==> src/hw/rtl/cnv3_pkg.sv <==
package cnv3_pkg;

  localparam int MaxWidth = 2048;
  localparam int CoefBits = 8;
  localparam int AddrBits = $clog2(MaxWidth);
  localparam int PixBits = 24;
  localparam int SumBits = 20;
  localparam int DivBits = 10;
  localparam int QuoBits = SumBits;

  typedef logic [PixBits-1:0] pix_t;
  typedef logic [2*PixBits-1:0] line_t;

  typedef enum logic [2:0] {
    RegKernelTop    = 3'd0,
    RegKernelMid    = 3'd1,
    RegKernelBottom = 3'd2,
    RegDivisor      = 3'd3,
    RegWidth        = 3'd4,
    RegHeight       = 3'd5
  } reg_idx_e;

  typedef struct packed {
    logic [7:0]  red;
    logic [7:0]  green;
    logic [7:0]  blue;
    logic [11:0] row;
    logic [10:0] col;
    logic        last;
  } res_t;

  typedef struct packed {
    logic signed [SumBits-1:0] red;
    logic signed [SumBits-1:0] green;
    logic signed [SumBits-1:0] blue;
    logic [11:0]               row;
    logic [10:0]               col;
    logic                      last;
  } sums_t;

endpackage

==> src/hw/rtl/cnv3_divider.sv <==
module cnv3_divider (
  input  logic                  clk_i,
  input  logic                  rst_ni,
  input  logic                  start_i,
  input  cnv3_pkg::sums_t       sums_i,
  input  logic [9:0]            div_i,
  output logic                  done_o,
  output cnv3_pkg::res_t        res_o
);
  import cnv3_pkg::*;

  localparam int CntBits = $clog2(QuoBits + 1);

  logic [QuoBits-1:0] num_q [3];
  logic [DivBits:0]   rem_q [3];
  logic [2:0]         neg_q;
  logic [DivBits-1:0] dv_q;
  logic [CntBits-1:0] cnt_q;
  logic               busy_q;
  logic [11:0]        row_q;
  logic [10:0]        col_q;
  logic               last_q;
  logic [7:0]         ch_o [3];

  logic signed [SumBits-1:0] sv [3];
  logic [DivBits+1:0] trial [3];
  logic [DivBits:0]   rsh [3];

  always_comb begin
    sv[0] = sums_i.red;
    sv[1] = sums_i.green;
    sv[2] = sums_i.blue;
    for (int c = 0; c < 3; c++) begin
      rsh[c] = {rem_q[c][DivBits-1:0], num_q[c][QuoBits-1]};
      trial[c] = {1'b0, rsh[c]} - {2'b00, dv_q};
    end
  end

  always_ff @(posedge clk_i or negedge rst_ni) begin
    if (!rst_ni) begin
      busy_q <= 1'b0;
      cnt_q  <= '0;
      done_o <= 1'b0;
    end else begin
      done_o <= 1'b0;
      if (start_i) begin
        busy_q <= 1'b1;
        cnt_q  <= CntBits'(QuoBits);
      end else if (busy_q) begin
        cnt_q <= cnt_q - 1'b1;
        if (cnt_q == CntBits'(1)) begin
          busy_q <= 1'b0;
          done_o <= 1'b1;
        end
      end
    end
  end

  always_ff @(posedge clk_i) begin
    if (start_i) begin
      for (int c = 0; c < 3; c++) begin
        neg_q[c] <= sv[c][SumBits-1];
        num_q[c] <= sv[c][SumBits-1] ? QuoBits'(-sv[c]) : QuoBits'(sv[c]);
        rem_q[c] <= '0;
      end
      dv_q   <= (div_i == '0) ? DivBits'(1) : div_i;
      row_q  <= sums_i.row;
      col_q  <= sums_i.col;
      last_q <= sums_i.last;
    end else if (busy_q) begin
      for (int c = 0; c < 3; c++) begin
        if (!trial[c][DivBits+1]) begin
          rem_q[c] <= trial[c][DivBits:0];
          num_q[c] <= {num_q[c][QuoBits-2:0], 1'b1};
        end else begin
          rem_q[c] <= rsh[c];
          num_q[c] <= {num_q[c][QuoBits-2:0], 1'b0};
        end
      end
    end
  end

  // negative quotients clamp to zero, quotients above 255 clamp to 255
  always_comb begin
    for (int c = 0; c < 3; c++) begin
      if (neg_q[c]) ch_o[c] = 8'd0;
      else if (num_q[c] > QuoBits'(255)) ch_o[c] = 8'd255;
      else ch_o[c] = num_q[c][7:0];
    end
    res_o.red   = ch_o[0];
    res_o.green = ch_o[1];
    res_o.blue  = ch_o[2];
    res_o.row   = row_q;
    res_o.col   = col_q;
    res_o.last  = last_q;
  end
endmodule

==> config.mk <==
export PLATFORM = sky130hd
export DESIGN_NAME = cnv3_divider
export DESIGN_NICKNAME = d
export VERILOG_FILES = /design/src/hw/rtl/cnv3_pkg.sv /design/src/hw/rtl/cnv3_divider.sv
export SDC_FILE = /design/constraint.sdc
export NUM_CORES = 1
export LEC_CHECK = 0
export BUFFER_PORTS_ARGS = -buffer_cell sky130_fd_sc_hd__buf_2
export CAP_MARGIN = 40
export CORE_MARGIN = 2
export CORE_UTILIZATION = 52
export DETAILED_ROUTE_END_ITERATION = 8
export GPL_TIMING_DRIVEN = 0
export PLACE_DENSITY = 0.75
export SYNTH_ARGS = -nofsm -noshare
export SYNTH_HDL_FRONTEND = slang
export SYNTH_SLANG_ARGS = --single-unit
==> constraint.sdc <==
create_clock -name clk_i -period 6.9 [get_ports clk_i]
set_input_delay 1.38 -clock clk_i [delete_from_list [all_inputs] [get_ports clk_i]]
set_output_delay 1.38 -clock clk_i [all_outputs]
set_load 0.03 [all_outputs]
==> results of run 1 <==
layout make-up:
class                      count  area share, %
buffer                        45          1.801
clock buffer                  23          4.986
clock inverter                 9         0.8092
inverter                      52          2.036
multi-input combinational    553          38.35
sequential                   134          41.50
tap                          188          2.454
timing repair buffer         147          8.066
routing by layer:
| metal | wire, µm | vias up |
|---|---|---|
| met1 | 7875 | 3075 |
| met3 | 800 | 27 |
| met5 | 0 | - |
| met2 | 9310 | 139 |
| met4 | 374 | 0 |
| li1 | - | 3174 |
worst max path at each step:
stage	startpoint	endpoint	slack [ns]	cells after the start
global placement	start_i	num_q[1][8]$_DFFE_PP_	2.25	3
CTS	num_q[2][15]$_DFFE_PP_	res_o[30]	3.48	5
detailed placement	sums_i[49]	num_q[1][17]$_DFFE_PP_	3.44	7
global route	num_q[2][15]$_DFFE_PP_	res_o[30]	3.36	5
floorplan	sums_i[30]	num_q[2][17]$_DFFE_PP_	3.68	6
finish	num_q[2][15]$_DFFE_PP_	res_o[30]	3.49	5
cell families after synthesis:
kind of cell / after synthesis / synth area share [%]
muxes: 14 / 1.747
and+or+nand+nor: 225 / 13.70
adders and majority gates: 38 / 6.209
buffers and inverters: 97 / 4.587
DFF: 134 / 49.61
xor gates and xnor gates: 73 / 7.972
AOI/OAI and AO/OA: 203 / 16.18
flip-flops by register name (all words and copies together) (netlist names), 3 cells and up:
register	cells
cnt_q	5
col_q	11
dv_q	10
neg_q	3
num_q	60
rem_q	30
row_q	12
placed cells by master (no fill, tap or decap), drive strengths merged, types with 3 or more instances in the layout:
cell type	count
nor2b	11
clkinvlp	3
o2111ai	4
nor4	15
nand2b	8
buf	154
a211oi	8
o41ai	8
o21ai	78
fa	3
nand3	16
and3	5
nand3b	7
clkbuf	61
a21oi	49
or4	7
ha	35
edfxtp	126
o21a	8
a22o	7
clkinv	5
o211a	4
nor3	10
xor2	39
xnor2	34
inv	52
mux2i	14
nor2	45
o31ai	19
dfrtp	7
nand2	86
a21o	3
or3	5
a21boi	3
worst min-delay path, cell delays in order (launching register included):
cell      delay, ns
dfrtp_1        0.37
xnor2_1        0.08
nand2b_1       0.06
per-stage QoR:
step | utilization (%) | setup WS, ns
floorplan | - | 3.680
global placement | 59.30 | 2.246
detailed placement | 59.63 | 3.440
CTS | 63.30 | 3.482
global route | 63.30 | 3.364
finish | 63.30 | 3.487
report_power, final:
| group | internal (mW) | switching, mW |
|---|---|---|
| clock | 0.520 | 0.342 |
| sequential | 1.08 | 0.0895 |
| combinational | 0.414 | 0.563 |
==> results.cfg, run 1 <==
[status]
status = completed

[layout]
fillers = 1242
final_cell_count_no_fill = 1151
regArea_um2 = 3979
multi_input_area_um2 = 3676
layout.nets = 1085
antennaDiodeCount = 0
syn_to_final_growth_pct = 19.53
design_area_um2 = 9587
drive_gt1_share_pct = 19.94

[clock_network]
root_buffer = clkbuf_16
cts_sinks = 134
clockBufferDepth = 2
numCtsBuffers = 17
post_cts_buffers = 0
cts_tree = yes
cts_max_level = 4
ctsHoldBuffers = 0
clk_pin_slew_ns = 0.06
clkLatencyLatePin_ns = 0.43
cts_repair_resize_count = 0

[power]
leakage_nw = 4.023
total_power_mw = 3.012
p_per_area_nw_per_um2 = 314.1
irDropWorstVdd_mv = 0.2207

[synthesis]
yosys.area.top_type = edfxtp_1
synth_area_leaders = edfxtp_1 47%, ha_1 5.5%, o21ai_0 4.7%
syn_nets = 919
synth_seq_cells = 134
yosys_warnings = 0
synth.avg_cell_area_um2 = 10.23
synth_top_area_share_pct = 47.18
synth_cells = 784
synth-seq-area-share_pct = 49.61
synth_edf_count = 126
synth_most_common_cell = edfxtp_1
ys.flop_type = edfxtp_1
synthDistinctLibCells = 55
synth-async-reset-ratio_pct = 5.224
synthTopCellsByCount = 126 x edfxtp_1, 86 x nand2_1, 75 x o21ai_0
synth_area_um2 = 8020

[critical_path]
cp_cell_sequence = nor4_1 -> and3_1 -> clkbuf_1 -> a21oi_1 -> buf_2
crit_slowest_cell = edfxtp_1
path_class = reg -> out
r2r_start = dv_q[1]$_SDFFCE_PN0P_
critPathMaxFanout = 8
cpLargestDelayFamily = simple AND/OR/NAND/NOR gates
regToRegSetupSlack_ns = 3.75
crit_required_ns = 5.52
startpoint_type = register
end_kind = primary output
r2r_cells = 9
cp_num_buf_inv = 2
crit_arrival_ns = 2.03
reg2reg_to = rem_q[1][5]$_SDFFCE_PP0P_
critPathMaxStageDelay_ns = 0.40

[hold_path]
min_from = cnt_q[4]$_DFFE_PN0P_
hold_path_class = reg -> reg
min_path_cells = 2
whs_endpoint = cnt_q[4]$_DFFE_PN0P_

[global_route]
use_met3_pct = 4.883
overflow = 0
grtUsageTotal_pct = 22.91
met1_usage_pct = 28.78
grt_max_degree = 63
gr-max-usage-layer = met2
grt_pass1_vias = 6155
use_met2_pct = 38.95
antenna_found_initial = 0
grt_pass1_wl_um = 29530

[sta]
rsz0062_at_grt = no
fin_skew_ns = 0.009138
post-route-period-util_pct = 49.47
tns_ns = 0
fmax_ghz = 0.2930
min_period_ns = 3.413
finalMaxSlewViolations = 0
setup_viol = 0
max_slew_margin_pct = 54.83
hold_violations = 0
worst_pin_slew_ns = 0.6751
whs_ns = 0.5493

[floorplan]
io_pins = 146
start_util_pct = 52.95
die_w_um = 128.2
rows = 45
design.die.area_um2 = 16430
core_area_um2 = 15150
die_h_um = 128.2

[detailed_routing]
vias = 6415
ant_nets = 0
routed_wl_um = 18360
vias_per_cell = 5.573
drc = 0
drt_iter0_drc = 525
detail_route.wl_per_cell_um = 15.95
dr.pass1.iters = 5

[flow_run]
cap_violations = 0

[placement]
place.gp.congestion = 0.9407
place_inst = 1119
placed_cell_area_um2 = 9031
hpwlAfterDp_um = 13340
io_buffers = 145
No activity file was read; power rests on OpenSTA's default activity.
==> run 2: changes to the inputs <==
Clock period 6.9 ns to 3.32 ns, I/O delays scaled along.
==> results.cfg, run 2 (same netlist as run 1, synthesis figures left out) <==
[layout]
antennaDiodeCount = 0
largest_register_ffs = 60
top_register = num_q
layout.nets = 1085
final_cell_count_no_fill = 1151
multi_input_area_um2 = 3676
drive_gt1_share_pct = 20.15
syn_to_final_growth_pct = 19.56
final_util_pct = 63.31
fillers = 1245
final_cell_mix = 145 x buf_2, 126 x edfxtp_1, 86 x nand2_1, 75 x o21ai_0, 52 x inv_1
regArea_um2 = 3979
layout_commonest_cell = buf_2
largestRegisters = num_q: 60 flops, rem_q: 30 flops, row_q: 12 flops

[sta]
rsz0062_at_grt = no
worst_pin_slew_ns = 0.6769
post-route-period-util_pct = 90.53
fmax_ghz = 0.3327
min_period_ns = 3.005
finalMaxSlewViolations = 0
setup_viol = 0
whs_ns = 0.05392
worst_slack_ns = 0.3146
fin_skew_ns = 0.009133
max_slew_margin_pct = 54.78
hold_violations = 0

[global_route]
grtUsageTotal_pct = 22.91
grt_pass1_wl_um = 29530
grt_max_degree = 63
antenna_found_initial = 0
grt_pass1_vias = 6155
overflow = 0

[critical_path]
crit_slowest_cell = edfxtp_1
cp_cell_sequence = inv_1 -> ha_1 -> nor2b_1 -> o21ai_0 -> o211a_1 -> o31ai_2 -> clkbuf_2 -> mux2i_1 -> nor2_1
crit_start = dv_q[1]$_SDFFCE_PN0P_
crit_required_ns = 3.48
regToRegSetupSlack_ns = 0.31
cpLargestDelayFamily = compound AO/OA/AOI/OAI gates
end_kind = register
crit_arrival_ns = 3.16
startpoint_type = register
r2r_start = dv_q[1]$_SDFFCE_PN0P_
reg2reg_to = rem_q[1][5]$_SDFFCE_PP0P_
critPathMaxStageDelay_ns = 0.53
path_class = reg -> reg
cp_num_buf_inv = 2
r2r_cells = 9
critPathMaxFanout = 10

[clock_network]
post_cts_buffers = 0
cts_tree = yes
clockBufferDepth = 2
root_buffer = clkbuf_16
cts_max_level = 4
ctsHoldBuffers = 0
clk_pin_slew_ns = 0.06
cts_sinks = 134
numCtsBuffers = 17
clkLatencyLatePin_ns = 0.43

[placement]
io_buffers = 145
place.gp.congestion = 0.9407
hpwlAfterDp_um = 13340
place_ws_ns = 0.1763
place_inst = 1119

[hold_path]
hold_path_class = in -> async

[power]
intPower_mw = 4.196
p_per_area_nw_per_um2 = 653.3
pwr-share-comb_pct = 32.5
leakage_nw = 4.029
seq_power_share_pct = 38.9
irDropWorstVdd_mv = 0.4592
clkPwrFrac_pct = 28.6
p_sw_share_pct = 33.02
netSwitchingPower_mw = 2.069

[detailed_routing]
vias = 6428
vias_per_cell = 5.585
drc = 0
routed_wl_um = 18380
detail_route.wl_per_cell_um = 15.97
drt_iter0_drc = 528
dr.pass1.iters = 5
ant_nets = 0

[flow_run]
cap_violations = 0

[floorplan]
core_area_um2 = 15150
die_w_um = 128.2
io_pins = 146
design.die.area_um2 = 16430
start_util_pct = 52.95
die_h_um = 128.2
rows = 45

[status]
status = completed
run 2: cell counts in the layout (fill, tap and decap cells not counted):
No cell type changed its count.
run 2: metal layers:
metal	global-route usage, %	wire length, µm
met5	0	0
met4	8.597	374
met3	4.883	764
met2	38.95	9325
met1	28.78	7918
run 2: power groups by stage:
stage	Clock, mW	Combinational, mW	Sequential [mW]
finish	1.79	2.04	2.44
global route	1.87	2.28	2.48
CTS	1.80	2.03	2.44
detailed placement	0	2.00	2.46
global placement	0	1.96	2.45
floorplan	0	1.51	2.45
run 2: worst max-delay path by stage:
stage / end / slack (ns) / cells past startpoint
after floorplan: rem_q[0][5]$_SDFFCE_PP0P_ / 0.74 / 9
after global placement: num_q[1][8]$_DFFE_PP_ / -0.62 / 3
after detailed placement: rem_q[1][5]$_SDFFCE_PP0P_ / 0.18 / 9
after CTS: rem_q[1][5]$_SDFFCE_PP0P_ / 0.17 / 9
after global routing: rem_q[1][5]$_SDFFCE_PP0P_ / 0.11 / 9
final: rem_q[1][5]$_SDFFCE_PP0P_ / 0.31 / 9
run 2: per-stage QoR:
stage | setup TNS [ns] | power [mW] | area [µm²]
2_1_floorplan | 0 | 3.959 | 8020
6_report | 0 | 6.264 | 9589
5_1_grt | 0 | 6.630 | 9589
3_3_place_gp | -54.29 | 4.413 | 8981
4_1_cts | 0 | 6.265 | 9587
3_5_place_dp | 0 | 4.466 | 9031
run 2: what timing repair did:
action	4_1_cts	5_1_grt
resized for setup	0	4
setup endpoints to repair	0	5
endpoints found under the hold margin	0	0
run 2: layout make-up:
class                           instances  area share [%]
Inverter                               52           2.035
Clock inverter                          9          0.8090
Multi-Input combinational cell        553           38.34
Buffer                                 45           1.827
Clock buffer                           23           4.984
Tap cell                              188           2.453
Sequential cell                       134           41.49
Timing Repair Buffer                  147           8.064
run 2: worst reg2reg max path: cells and delay by family, from the launching register on:
family | cells | cell delay (ns)
AO/OA/AOI/OAI | 3 | 0.99
flip-flops | 1 | 0.53
buffers and inverters | 2 | 0.52
adder cells (fa/ha/maj) | 1 | 0.31
multiplexers | 1 | 0.23
AND/OR/NAND/NOR | 2 | 0.16
